$ cat src/rtl/bchd_pkg.sv
`default_nettype none
// ----------------------------------------------------------------------------
// bchd_pkg
// shared types and constants of the button click / hold detector
// ----------------------------------------------------------------------------
package bchd_pkg;

    localparam int unsigned TIME_W = 32;
    localparam int unsigned THR_W  = 16;
    localparam int unsigned IDX_W  = 2;
    localparam int unsigned EVT_W  = 2;

    // packed stream widths, rounded up to whole bytes
    localparam int unsigned S_TDATA_W = 40;
    localparam int unsigned M_TDATA_W = 8;

    // register indexes on the write port
    localparam logic [IDX_W-1:0] REG_CLICK_MIN   = 2'd0;
    localparam logic [IDX_W-1:0] REG_HOLD_FIRST  = 2'd1;
    localparam logic [IDX_W-1:0] REG_HOLD_REPEAT = 2'd2;

    // reset values of the thresholds
    localparam logic [THR_W-1:0] CLICK_MIN_RST   = 16'd200;
    localparam logic [THR_W-1:0] HOLD_FIRST_RST  = 16'd1500;
    localparam logic [THR_W-1:0] HOLD_REPEAT_RST = 16'd1000;

    typedef enum logic [EVT_W-1:0] {
        EV_NONE  = 2'd0,
        EV_CLICK = 2'd1,
        EV_HOLD  = 2'd2
    } event_t;

    typedef struct packed {
        logic [THR_W-1:0] click_min_ms;
        logic [THR_W-1:0] hold_first_ms;
        logic [THR_W-1:0] hold_repeat_ms;
    } cfg_t;

endpackage
`default_nettype wire

$ cat src/rtl/bchd_cfg_regs.sv
`default_nettype none
// ----------------------------------------------------------------------------
// bchd_cfg_regs
// threshold registers written through the plain write port
// ----------------------------------------------------------------------------
module bchd_cfg_regs (
    input  wire logic                        aclk,
    input  wire logic                        aresetn,
    input  wire logic                        cfg_wr_en,
    input  wire logic [bchd_pkg::IDX_W-1:0]  cfg_index,
    input  wire logic [bchd_pkg::THR_W-1:0]  cfg_wdata,
    output bchd_pkg::cfg_t                   cfg
);

    bchd_pkg::cfg_t cfg_reg;

    always_ff @(posedge aclk) begin
        if (!aresetn) begin
            cfg_reg.click_min_ms   <= bchd_pkg::CLICK_MIN_RST;
            cfg_reg.hold_first_ms  <= bchd_pkg::HOLD_FIRST_RST;
            cfg_reg.hold_repeat_ms <= bchd_pkg::HOLD_REPEAT_RST;
        end else if (cfg_wr_en) begin
            unique case (cfg_index)
                bchd_pkg::REG_CLICK_MIN:   cfg_reg.click_min_ms   <= cfg_wdata;
                bchd_pkg::REG_HOLD_FIRST:  cfg_reg.hold_first_ms  <= cfg_wdata;
                bchd_pkg::REG_HOLD_REPEAT: cfg_reg.hold_repeat_ms <= cfg_wdata;
                default: ; // unused index, write dropped
            endcase
        end
    end

    assign cfg = cfg_reg;

endmodule
`default_nettype wire

$ cat src/rtl/bchd_core.sv
`default_nettype none
// ----------------------------------------------------------------------------
// bchd_core
// press / release / hold classifier with its tracking state
// ----------------------------------------------------------------------------
module bchd_core (
    input  wire logic                         aclk,
    input  wire logic                         aresetn,
    input  wire logic                         step_en,
    input  wire logic                         pin_level,
    input  wire logic [bchd_pkg::TIME_W-1:0]  now_ms,
    input  wire bchd_pkg::cfg_t               cfg,
    output bchd_pkg::event_t                  event_res
);

    logic                        was_pressed_reg, was_pressed_next;
    logic                        repeating_reg, repeating_next;
    logic [bchd_pkg::TIME_W-1:0] mark_time_reg, mark_time_next;

    logic                        pressed;
    logic [bchd_pkg::TIME_W-1:0] elapsed;
    logic                        over_click, over_first, over_repeat;

    assign pressed = ~pin_level;
    // modular difference, wrap gives a long elapsed time
    assign elapsed = now_ms - mark_time_reg;

    assign over_click  = elapsed > {{(bchd_pkg::TIME_W-bchd_pkg::THR_W){1'b0}},
                                    cfg.click_min_ms};
    assign over_first  = elapsed > {{(bchd_pkg::TIME_W-bchd_pkg::THR_W){1'b0}},
                                    cfg.hold_first_ms};
    assign over_repeat = elapsed > {{(bchd_pkg::TIME_W-bchd_pkg::THR_W){1'b0}},
                                    cfg.hold_repeat_ms};

    always_comb begin
        event_res        = bchd_pkg::EV_NONE;
        mark_time_next   = mark_time_reg;
        repeating_next   = repeating_reg;
        was_pressed_next = pressed;
        priority if (pressed && !was_pressed_reg) begin
            mark_time_next = now_ms;
            repeating_next = 1'b0;
        end else if (was_pressed_reg) begin
            priority if (!pressed && over_click && !repeating_reg) begin
                event_res = bchd_pkg::EV_CLICK;
            end else if (!repeating_reg && over_first) begin
                mark_time_next = now_ms;
                repeating_next = 1'b1;
                event_res      = bchd_pkg::EV_HOLD;
            end else if (repeating_reg && over_repeat) begin
                mark_time_next = now_ms;
                event_res      = bchd_pkg::EV_HOLD;
            end else begin
                event_res = bchd_pkg::EV_NONE;
            end
        end else begin
            event_res = bchd_pkg::EV_NONE;
        end
    end

    always_ff @(posedge aclk) begin
        if (!aresetn) begin
            was_pressed_reg <= 1'b0;
            repeating_reg   <= 1'b0;
            mark_time_reg   <= '0;
        end else if (step_en) begin
            was_pressed_reg <= was_pressed_next;
            repeating_reg   <= repeating_next;
            mark_time_reg   <= mark_time_next;
        end
    end

endmodule
`default_nettype wire

$ cat src/rtl/button_click_hold_detector.sv
// an accepted word passes the input register, then the result register that drives m_tdata
// throughput: one word per cycle while m_tready stays high; the single state update per word sets that
// an empty input register takes a new word while a result still waits;
// m_tready low with both stages full drops s_tready in the same cycle
// reset (aresetn low, synchronous): thresholds to 200/1500/1000 ms, tracking
// state cleared, both pipeline stages empty
`default_nettype none
// ----------------------------------------------------------------------------
// button_click_hold_detector
// classifies polled button samples into click, hold and repeated hold events
// ----------------------------------------------------------------------------
module button_click_hold_detector (
    input  wire logic                            aclk,
    input  wire logic                            aresetn,
    // input stream
    input  wire logic                            s_tvalid,
    output      logic                            s_tready,
    // [0] pin_level, [32:1] now_ms, [39:33] zero
    input  wire logic [bchd_pkg::S_TDATA_W-1:0]  s_tdata,
    // result stream
    output      logic                            m_tvalid,
    input  wire logic                            m_tready,
    // [1:0] event_res, [7:2] zero
    output      logic [bchd_pkg::M_TDATA_W-1:0]  m_tdata,
    // threshold write port
    input  wire logic                            cfg_wr_en,
    input  wire logic [bchd_pkg::IDX_W-1:0]      cfg_index,
    input  wire logic [bchd_pkg::THR_W-1:0]      cfg_wdata
);

    // input register stage
    logic                        in_valid_reg;
    logic                        pin_reg;
    logic [bchd_pkg::TIME_W-1:0] now_reg;

    // result register stage
    logic                        out_valid_reg;
    bchd_pkg::event_t            out_event_reg;

    bchd_pkg::cfg_t              cfg;
    bchd_pkg::event_t            core_event;
    logic                        advance;
    logic                        s_accept;

    // a word moves into the result register when the slot is free or being drained
    assign advance  = in_valid_reg && (!out_valid_reg || m_tready);
    assign s_tready = !in_valid_reg || advance;
    assign s_accept = s_tvalid && s_tready;

    always_ff @(posedge aclk) begin
        if (!aresetn) begin
            in_valid_reg <= 1'b0;
        end else if (s_tready) begin
            in_valid_reg <= s_tvalid;
        end
    end

    // payload holds no reset
    always_ff @(posedge aclk) begin
        if (s_accept) begin
            pin_reg <= s_tdata[0];
            now_reg <= s_tdata[bchd_pkg::TIME_W:1];
        end
    end

    bchd_cfg_regs u_cfg (
        .aclk      (aclk),
        .aresetn   (aresetn),
        .cfg_wr_en (cfg_wr_en),
        .cfg_index (cfg_index),
        .cfg_wdata (cfg_wdata),
        .cfg       (cfg)
    );

    // state advances exactly once per word, when it enters the result stage
    bchd_core u_core (
        .aclk      (aclk),
        .aresetn   (aresetn),
        .step_en   (advance),
        .pin_level (pin_reg),
        .now_ms    (now_reg),
        .cfg       (cfg),
        .event_res (core_event)
    );

    always_ff @(posedge aclk) begin
        if (!aresetn) begin
            out_valid_reg <= 1'b0;
        end else if (advance) begin
            out_valid_reg <= 1'b1;
        end else if (m_tready) begin
            out_valid_reg <= 1'b0;
        end
    end

    always_ff @(posedge aclk) begin
        if (advance) begin
            out_event_reg <= core_event;
        end
    end

    assign m_tvalid = out_valid_reg;
    assign m_tdata  = {{(bchd_pkg::M_TDATA_W-bchd_pkg::EVT_W){1'b0}}, out_event_reg};

endmodule
`default_nettype wire

$ cat config.mk
export PLATFORM = sky130hd
export DESIGN_NAME = button_click_hold_detector
export DESIGN_NICKNAME = d
export VERILOG_FILES = /design/src/rtl/bchd_pkg.sv /design/src/rtl/bchd_cfg_regs.sv /design/src/rtl/bchd_core.sv /design/src/rtl/button_click_hold_detector.sv
export SDC_FILE = /design/constraint.sdc
export NUM_CORES = 1
export LEC_CHECK = 0
export ABC_AREA = 1
export BUFFER_PORTS_ARGS = -buffer_cell sky130_fd_sc_hd__buf_4
export CAP_MARGIN = 5
export CORE_MARGIN = 8
export CORE_UTILIZATION = 50
export CTS_BUF_LIST = sky130_fd_sc_hd__clkbuf_8 sky130_fd_sc_hd__clkbuf_16
export CTS_CLUSTER_DIAMETER = 100
export DETAILED_ROUTE_END_ITERATION = 10
export PLACE_DENSITY = 0.69
export SYNTH_ARGS = -nofsm -noshare
export SYNTH_HDL_FRONTEND = slang
export SYNTH_SLANG_ARGS = --single-unit
$ cat constraint.sdc
create_clock -name aclk -period 6.98 [get_ports aclk]
set_input_delay 0.349 -clock aclk [delete_from_list [all_inputs] [get_ports aclk]]
set_output_delay 0.349 -clock aclk [all_outputs]
set_load 0.01 [all_outputs]
==> run metrics, run 1 <==
Pwr Density 230 nW/um2; Area contributors post-synth dfxtp_1 20%, nand2_1 15%, edfxtp_1 13%, ha_1 12%, inv_1 12%; initial core utilization 0.505; Detail Route Antenna Nets 0; Worst Hold Launch s_tdata[12]; H-tree depth 4; Commonest cells post-synth 339 x nand2_1, 259 x inv_1, 117 x nor2_1; Final TNS setup 0 ns; Reg clk slew, reported paths 0.06 ns; Ports 73; f_max 0.222 GHz; Yosys top cell by area dfxtp_1; CP required 7.34 ns; Final setup viols 0; Seq/Total Area, Yosys 0.331; Worst Path Max Fanout 33; Die H 144 um; PostCTS Resize Cnt 0; Netlist Area Pre-Place 8250 um2; outcome finished, final reports clean; WHS Endpoint now_reg[11]; initial detailed-routing violation count 444; Cells after Synth 1225; max_slew headroom 0.433; worst r2r path cells 22; max FFs per register 48; Main synth FF type dfxtp_1; Die Wd 144 um; Die ar. 20900 um2; P_sw 696 uW; clock tree buffer depth 2; worst skew pair latency 0.42 ns; first-pass GRT wire length 31.8 mm; Worst setup EP type register; reg2reg start now_reg[0]; CTS tree yes; Internal 1460 uW; share of cells above drive strength 1 0.0906; FF-to-FF setup slack 2.49 ns; RSZ-0062 raised after global routing false; vias 7367; Yosys warning count 0; clock power share 0.374; Final nets 1421; clk sink count 119; switch share 0.323; Worst-Margin Slew 0.849 ns; core area 16300 um2; Gate power share 0.268; number of hold violations in the final report 0; largest net degree at the start of global routing 83; DRT Wirelength 19.2 mm; FFs w/ async S/R, synth 0; Peak VDD IR 172 uV; all-layer global routing usage 0.194; Post-CTS Setup Inserts 0; DRC viols 0; Remaining Overflow, GRT 0; number of vias per cell 4.88; critical path class reg -> reg; Synth top area share 0.204; Yosys reg bits 119; vias in the first global route 6700; Worst Path Arrival 4.85 ns; HP Class in -> reg; post-detail-place hpwl 14.8 mm; sequential share of power 0.358; TritonCTS Buffers 17; Hold Path Depth 1; n_diodes 0; clk_skew 0.00942 ns; Area Overhead vs Synth 13.4%; placement row count 47; Port-buffer cells 59; cell with the most instances after synthesis nand2_1; syn avg cell area 6.74 um2; CTS Hold Buffers Added 0; initial antenna violation count 0; DR WL/cell 12.7 um; routability cong. 0.923; post-synth cell types 37; Leak 0.00493 uW; max cap viols 0; clock root cell clkbuf_16; launching element type of the critical path register; Final Core Density 0.573; Post-synth EDFFs 35; first drt pass iteration count 4; Final period util 0.644; Max Slew Vio Count 0; Reg2Reg Capture Point u_core.mark_time_reg[1]; Final min period 4.49 ns
-- cell usage in the layout, fill, tap and decap left out, drive strengths merged --
cell / Yosys / layout
nand3: 43 / 43
inv: 262 / 267
xor2: 15 / 15
buf: 19 / 62
o211ai: 17 / 17
conb: 1 / 6
o21ai: 43 / 43
edfxtp: 35 / 35
o21bai: 2 / 2
ha: 79 / 79
nor2: 124 / 124
clkbuf: 14 / 21
nand2: 349 / 349
clkinv: 1 / 7
nand4: 44 / 44
dfxtp: 84 / 84
nor3: 6 / 6
and2: 7 / 7
nand3b: 2 / 2
xnor2: 1 / 1
a21oi: 73 / 73
o31ai: 1 / 1
a31oi: 2 / 2
fa: 1 / 1
-- how the worst max path moves through the flow --
stage / cells after the start / start / endpoint
4_1_cts: 22 / now_reg[0] / u_core.mark_time_reg[1]
6_report: 22 / now_reg[0] / u_core.mark_time_reg[1]
2_1_floorplan: 25 / now_reg[6] / u_core.mark_time_reg[21]
3_5_place_dp: 22 / now_reg[0] / u_core.mark_time_reg[15]
5_1_grt: 22 / now_reg[0] / u_core.mark_time_reg[1]
3_3_place_gp: 22 / now_reg[0] / u_core.mark_time_reg[31]
-- power groups by stage --
stage	registers, uW	clock network, uW	logic [uW]
3_5_place_dp	786	0	572
6_report	772	806	577
5_1_grt	776	854	666
2_1_floorplan	782	0	430
4_1_cts	772	820	576
3_3_place_gp	786	0	559
-- critical path, cell delays in order, from the launching register on --
cell and delay [ns]:
edfxtp_1 0.31, inv_1 0.06, ha_1 0.23, fa_1 0.40
inv_1 0.11, nand3_1 0.08, nand3_1 0.16, nand2_1 0.08
nand3b_1 0.18, xor2_1 0.43, ha_1 0.23, a21oi_1 0.06
o21ai_0 0.24, a21oi_1 0.08, o21ai_0 0.08, o31ai_1 0.12
nand3_1 0.10, nand2_1 0.09, nand3_4 0.36, nand2_2 0.12
nor2_4 0.66, nor2_1 0.11, nor2_1 0.13
-- cell type report --
cell class,instances,area (um2)
Fill cell,1628,6990
Multi-Input combinational cell,815,4350
Sequential cell,119,2730
Inverter,263,987
Clock buffer,21,492
Timing Repair Buffer,62,465
Tap cell,220,275
Clock inverter,11,53.8
-- cells by family after synthesis --
group / share of synthesized area
adder cells (fa/ha/maj): 0.122
AO/OA/AOI/OAI: 0.0905
AND/OR/NAND/NOR: 0.295
XOR/XNOR: 0.0170
buffers and inverters: 0.144
flip-flops: 0.331
other: 0.000454
-- routing by layer --
metal  vias to the layer above  wire (um)  global-route usage
met5                         -          0                   0
met4                         0        166              0.0553
met3                        17        944              0.0449
met2                       151       8840               0.317
met1                      3278       9290               0.250
li1                       3921          -                   -
-- per-stage QoR --
| step | cell area, um2 | hold WS (ns) | cells | total power, uW | worst slack (ns) |
|---|---|---|---|---|---|
| after detailed placement | 8810 | 0.455 | 1479 | 1360 | 2.50 |
| after global placement | 8810 | 0.452 | 1479 | 1340 | 2.56 |
| after floorplan | 8270 | 0.435 | 1230 | 1210 | 3.85 |
| after global routing | 9360 | 0.0760 | 1511 | 2300 | 2.00 |
| final | 9360 | 0.0980 | 1511 | 2160 | 2.49 |
| after CTS | 9360 | 0.0839 | 1511 | 2170 | 2.44 |
Note: power is estimated with default switching activity, not from simulation.
==> run 2, diff against run 1 <==
Settings changed: ABC_AREA 1 to 0.
Clock period 6.98 ns to 4.18 ns, I/O delays scaled along.
==> run 2 against run 1 <==
The run now ends with negative setup slack left. Clock skew is essentially flat. Total power is 62% higher. Global-route usage down 0.27 points. Clock power rose by 72%. Die area shrank 6.7%. Non-clock buffer count is 96 higher. Fmax is 5.2% higher. Final cell count fell by 19%. Setup slack lost 2.6 ns. Cell area grew 4.3%. Sequential share of layout area down 1.2 points. First-iteration DRC count fell by 6.8%. Highest routed layer unchanged.
==> run metrics, run 2 <==
outcome complete, but fails checks; failing checks negative setup slack; most frequent cells in the layout 183 x nand2_1, 119 x buf_4, 90 x inv_1; Ports 73 (unchanged); Post-synth EDFFs 35 (unchanged); Area Overhead vs Synth 27.9%; largest net degree at the start of global routing 118 (+42%); Final min period 4.27 ns (-0.221 ns); max_slew headroom 0.281 (-0.152); core area 15100 um2 (-7.7%); WHS Endpoint u_cfg.cfg[35]; Placed Cells 1141 (-23%); CP Cell Sequence inv_2 > ha_4 > fa_2 > and2b_2 > o2111ai_4 > nand2_4 > a21o_1 > a21oi_2 > xnor2_2 > buf_4 > ha_4 > a21oi_2 > nor2_1 > nor2_1 > nand2_1 > a21o_1 > a211oi_2 > a21oi_2 > mux2_4 > nand4b_1 > and4b_2 > buf_6 > clkbuf_16 > mux2i_1; placed cell areas 8470 um2 (-3.9%); critical path class reg -> reg; initial antenna violation count 0 (unchanged); Port-buffer cells 59 (unchanged); syn avg cell area 8.67 um2 (+29%); Worst Hold Slack 0.0318 ns (-0.0662 ns); DRT Wirelength 18.4 mm (-4.4%); Yosys warning count 0 (unchanged); Final Core Density 0.647 (+0.0745); H-tree depth 4 (unchanged); cell with the most instances after synthesis nand2_1; worst r2r path cells 24 (+9.1%); Final period util 1.02 (+0.378); Detail Route Antenna Nets 0 (unchanged); cell repeated most along the worst path a21oi_2; cell area after layout 9760 um2 (+4.3%); fin cells 1222 (-19%); met2 routed WL 8.47 mm (-4.2%); post-detail-place hpwl 12.5 mm (-16%); vias 6419 (-13%); initial detailed-routing violation count 414 (-6.8%); reg2reg start now_reg[0]; Max Slew Vio Count 0 (unchanged); Hold Path Depth 3 (+2); share of cells above drive strength 1 0.199 (+0.109); CP required 4.48 ns (-2.86 ns); Top delay family on crit path compound AO/OA/AOI/OAI gates; all-layer global routing usage 0.191 (-0.00268); clk_skew 0.00960 ns (+0.000184 ns); DR WL/cell 15.1 um (+18%); max FFs per register 48 (unchanged); Netlist Area Pre-Place 7630 um2 (-7.5%); Cells after Synth 880 (-28%); first drt pass iteration count 5 (+1); critical path's largest stage delay 0.40 ns (-0.26 ns); Leak 0.00402 uW (-18%); n_diodes 0 (unchanged); f_max 0.234 GHz (+5.2%); RSZ-0062 raised after global routing true; Worst setup EP type register; Commonest cells post-synth 184 x nand2_1, 88 x inv_1, 84 x dfxtp_1; Remaining Overflow, GRT 0 (unchanged); vias in the first global route 6337 (-5.4%); Final setup viols 32 (+32); clock root cell clkbuf_16; Worst Path Arrival 4.58 ns (-0.27 ns); worst skew pair latency 0.42 ns (about the same); Worst Hold Launch cfg_wdata[3]; Die Wd 140 um (-3.4%); number of vias per cell 5.25 (+7.7%); CP Depth 24 (+9.1%); HP Class in -> reg; max cap viols 0 (unchanged); Reg2Reg Capture Point u_core.mark_time_reg[21]; TritonCTS Buffers 17 (unchanged); number of hold violations in the final report 0 (unchanged); initial core utilization 0.506 (+0.000989); Area contributors post-synth dfxtp_1 22%, edfxtp_1 14%, ha_1 13%, nand2_1 9.0%, inv_1 4.3%; FF-to-FF setup slack -0.09 ns (-2.58 ns); Die H 140 um (-3.4%); Main synth FF type dfxtp_1; Synth top area share 0.220 (+0.0166); Reg clk slew, reported paths 0.05 ns (about the same); highest metal used met4; Peak VDD IR 300 uV (+75%); placement row count 45 (-4.3%); launching element type of the critical path register; Final nets 1164 (-18%); commonest non-fill, non-tap cell in the layout nand2_1; met3 wire length 795 um (-16%); Worst Path Max Fanout 8 (-76%); Die ar. 19500 um2 (-6.7%); clk sink count 119 (unchanged); routability cong. 0.881 (-4.6%); WL met1 8.81 mm (-5.2%); slowest CP cell edfxtp_1; Yosys reg bits 119 (unchanged); Yosys top cell by area dfxtp_1; Bufs and invs on worst path 4 (+2); first-pass GRT wire length 30.4 mm (-4.3%); Seq/Total Area, Yosys 0.358 (+0.0269); Worst-Margin Slew 1.08 ns (+0.230 ns); CTS tree yes; FFs w/ async S/R, synth 0 (unchanged); DRC viols 0 (unchanged); clock tree buffer depth 2 (unchanged); Pwr Density 357 nW/um2 (+55%); final worst slack -0.0934 ns (-2.58 ns); post-synth cell types 76 (+110%)
==> run 2: cell types whose count changed after synthesis, sizes merged, moves of 33 or more <==
cell	change
inv	-174
mux2i	+33
nor2	-94
nand3	-34
a21boi	+37
nand2	-164
==> run 2: worst max path at each step <==
stage / start / endpoint / slack, ns
2_1_floorplan: now_reg[0] / u_core.mark_time_reg[10] / 0.08
4_1_cts: now_reg[0] / u_core.mark_time_reg[16] / 0.002
6_report: now_reg[0] / u_core.mark_time_reg[21] / -0.09
3_3_place_gp: now_reg[0] / u_core.mark_time_reg[1] / -0.08
3_5_place_dp: now_reg[0] / u_core.mark_time_reg[8] / -0.19
5_1_grt: now_reg[0] / u_core.mark_time_reg[15] / -0.24
==> run 2: final cells by class <==
class / count / area, um2
fill: 1223 / 5330
clock buffer: 18 / 439
multi-input combinational: 637 / 4560
tap: 188 / 235
inverter: 88 / 330
clock inverter: 14 / 118
sequential: 119 / 2730
timing repair buffer: 158 / 1350
==> run 2: timing repair <==
item                                    CTS  global route
pin swaps                                11            21
gates resized for setup                  24            25
cloned                                    2             1
setup buffers                             8             5
endpoints found under the hold margin    33             0
endpoints found under the setup margin   32            32
hold buffers                             33             0
==> run 2: kinds of logic (layout without fill, tap and decap cells) <==
group,count (synthesis),after routing,synth area share
multiplexers,34,34,0.0447
adder cells (fa/ha/maj),80,80,0.132
flip-flops,119,119,0.358
XOR/XNOR,26,26,0.0308
other,1,6,0.000491
AND/OR/NAND/NOR,293,293,0.177
buffers and inverters,129,278,0.0761
AO/OA/AOI/OAI,198,198,0.180
==> run 2: stage by stage <==
step | setup TNS, ns | setup slack (ns) | total power (uW)
2_1_floorplan | 0 | 0.0846 | 1760
3_3_place_gp | -2.32 | -0.0807 | 1990
3_5_place_dp | -5.60 | -0.195 | 2000
4_1_cts | 0 | 0.00151 | 3460
5_1_grt | -7.34 | -0.244 | 3650
6_report | -2.44 | -0.0934 | 3490
==> run 2: metal layers <==
| layer | vias to the layer above | GRT usage |
|---|---|---|
| li1 | 3318 | - |
| met1 | 2956 | 0.243 |
| met2 | 125 | 0.307 |
| met3 | 20 | 0.0523 |
| met4 | 0 | 0.0651 |
| met5 | - | 0 |
==> run 2: tightest hold or removal path: stages <==
cell and delay, ns:
buf_4 0.09, nand2_1 0.04, o211ai_1 0.07
==> run 2: report_power, final <==
part	leakage (uW)	switching, uW	internal, uW
logic	0.00272	429	403
registers	0.00102	24.9	1240
clock network	0.000282	516	873
total	0.00402	970	2520
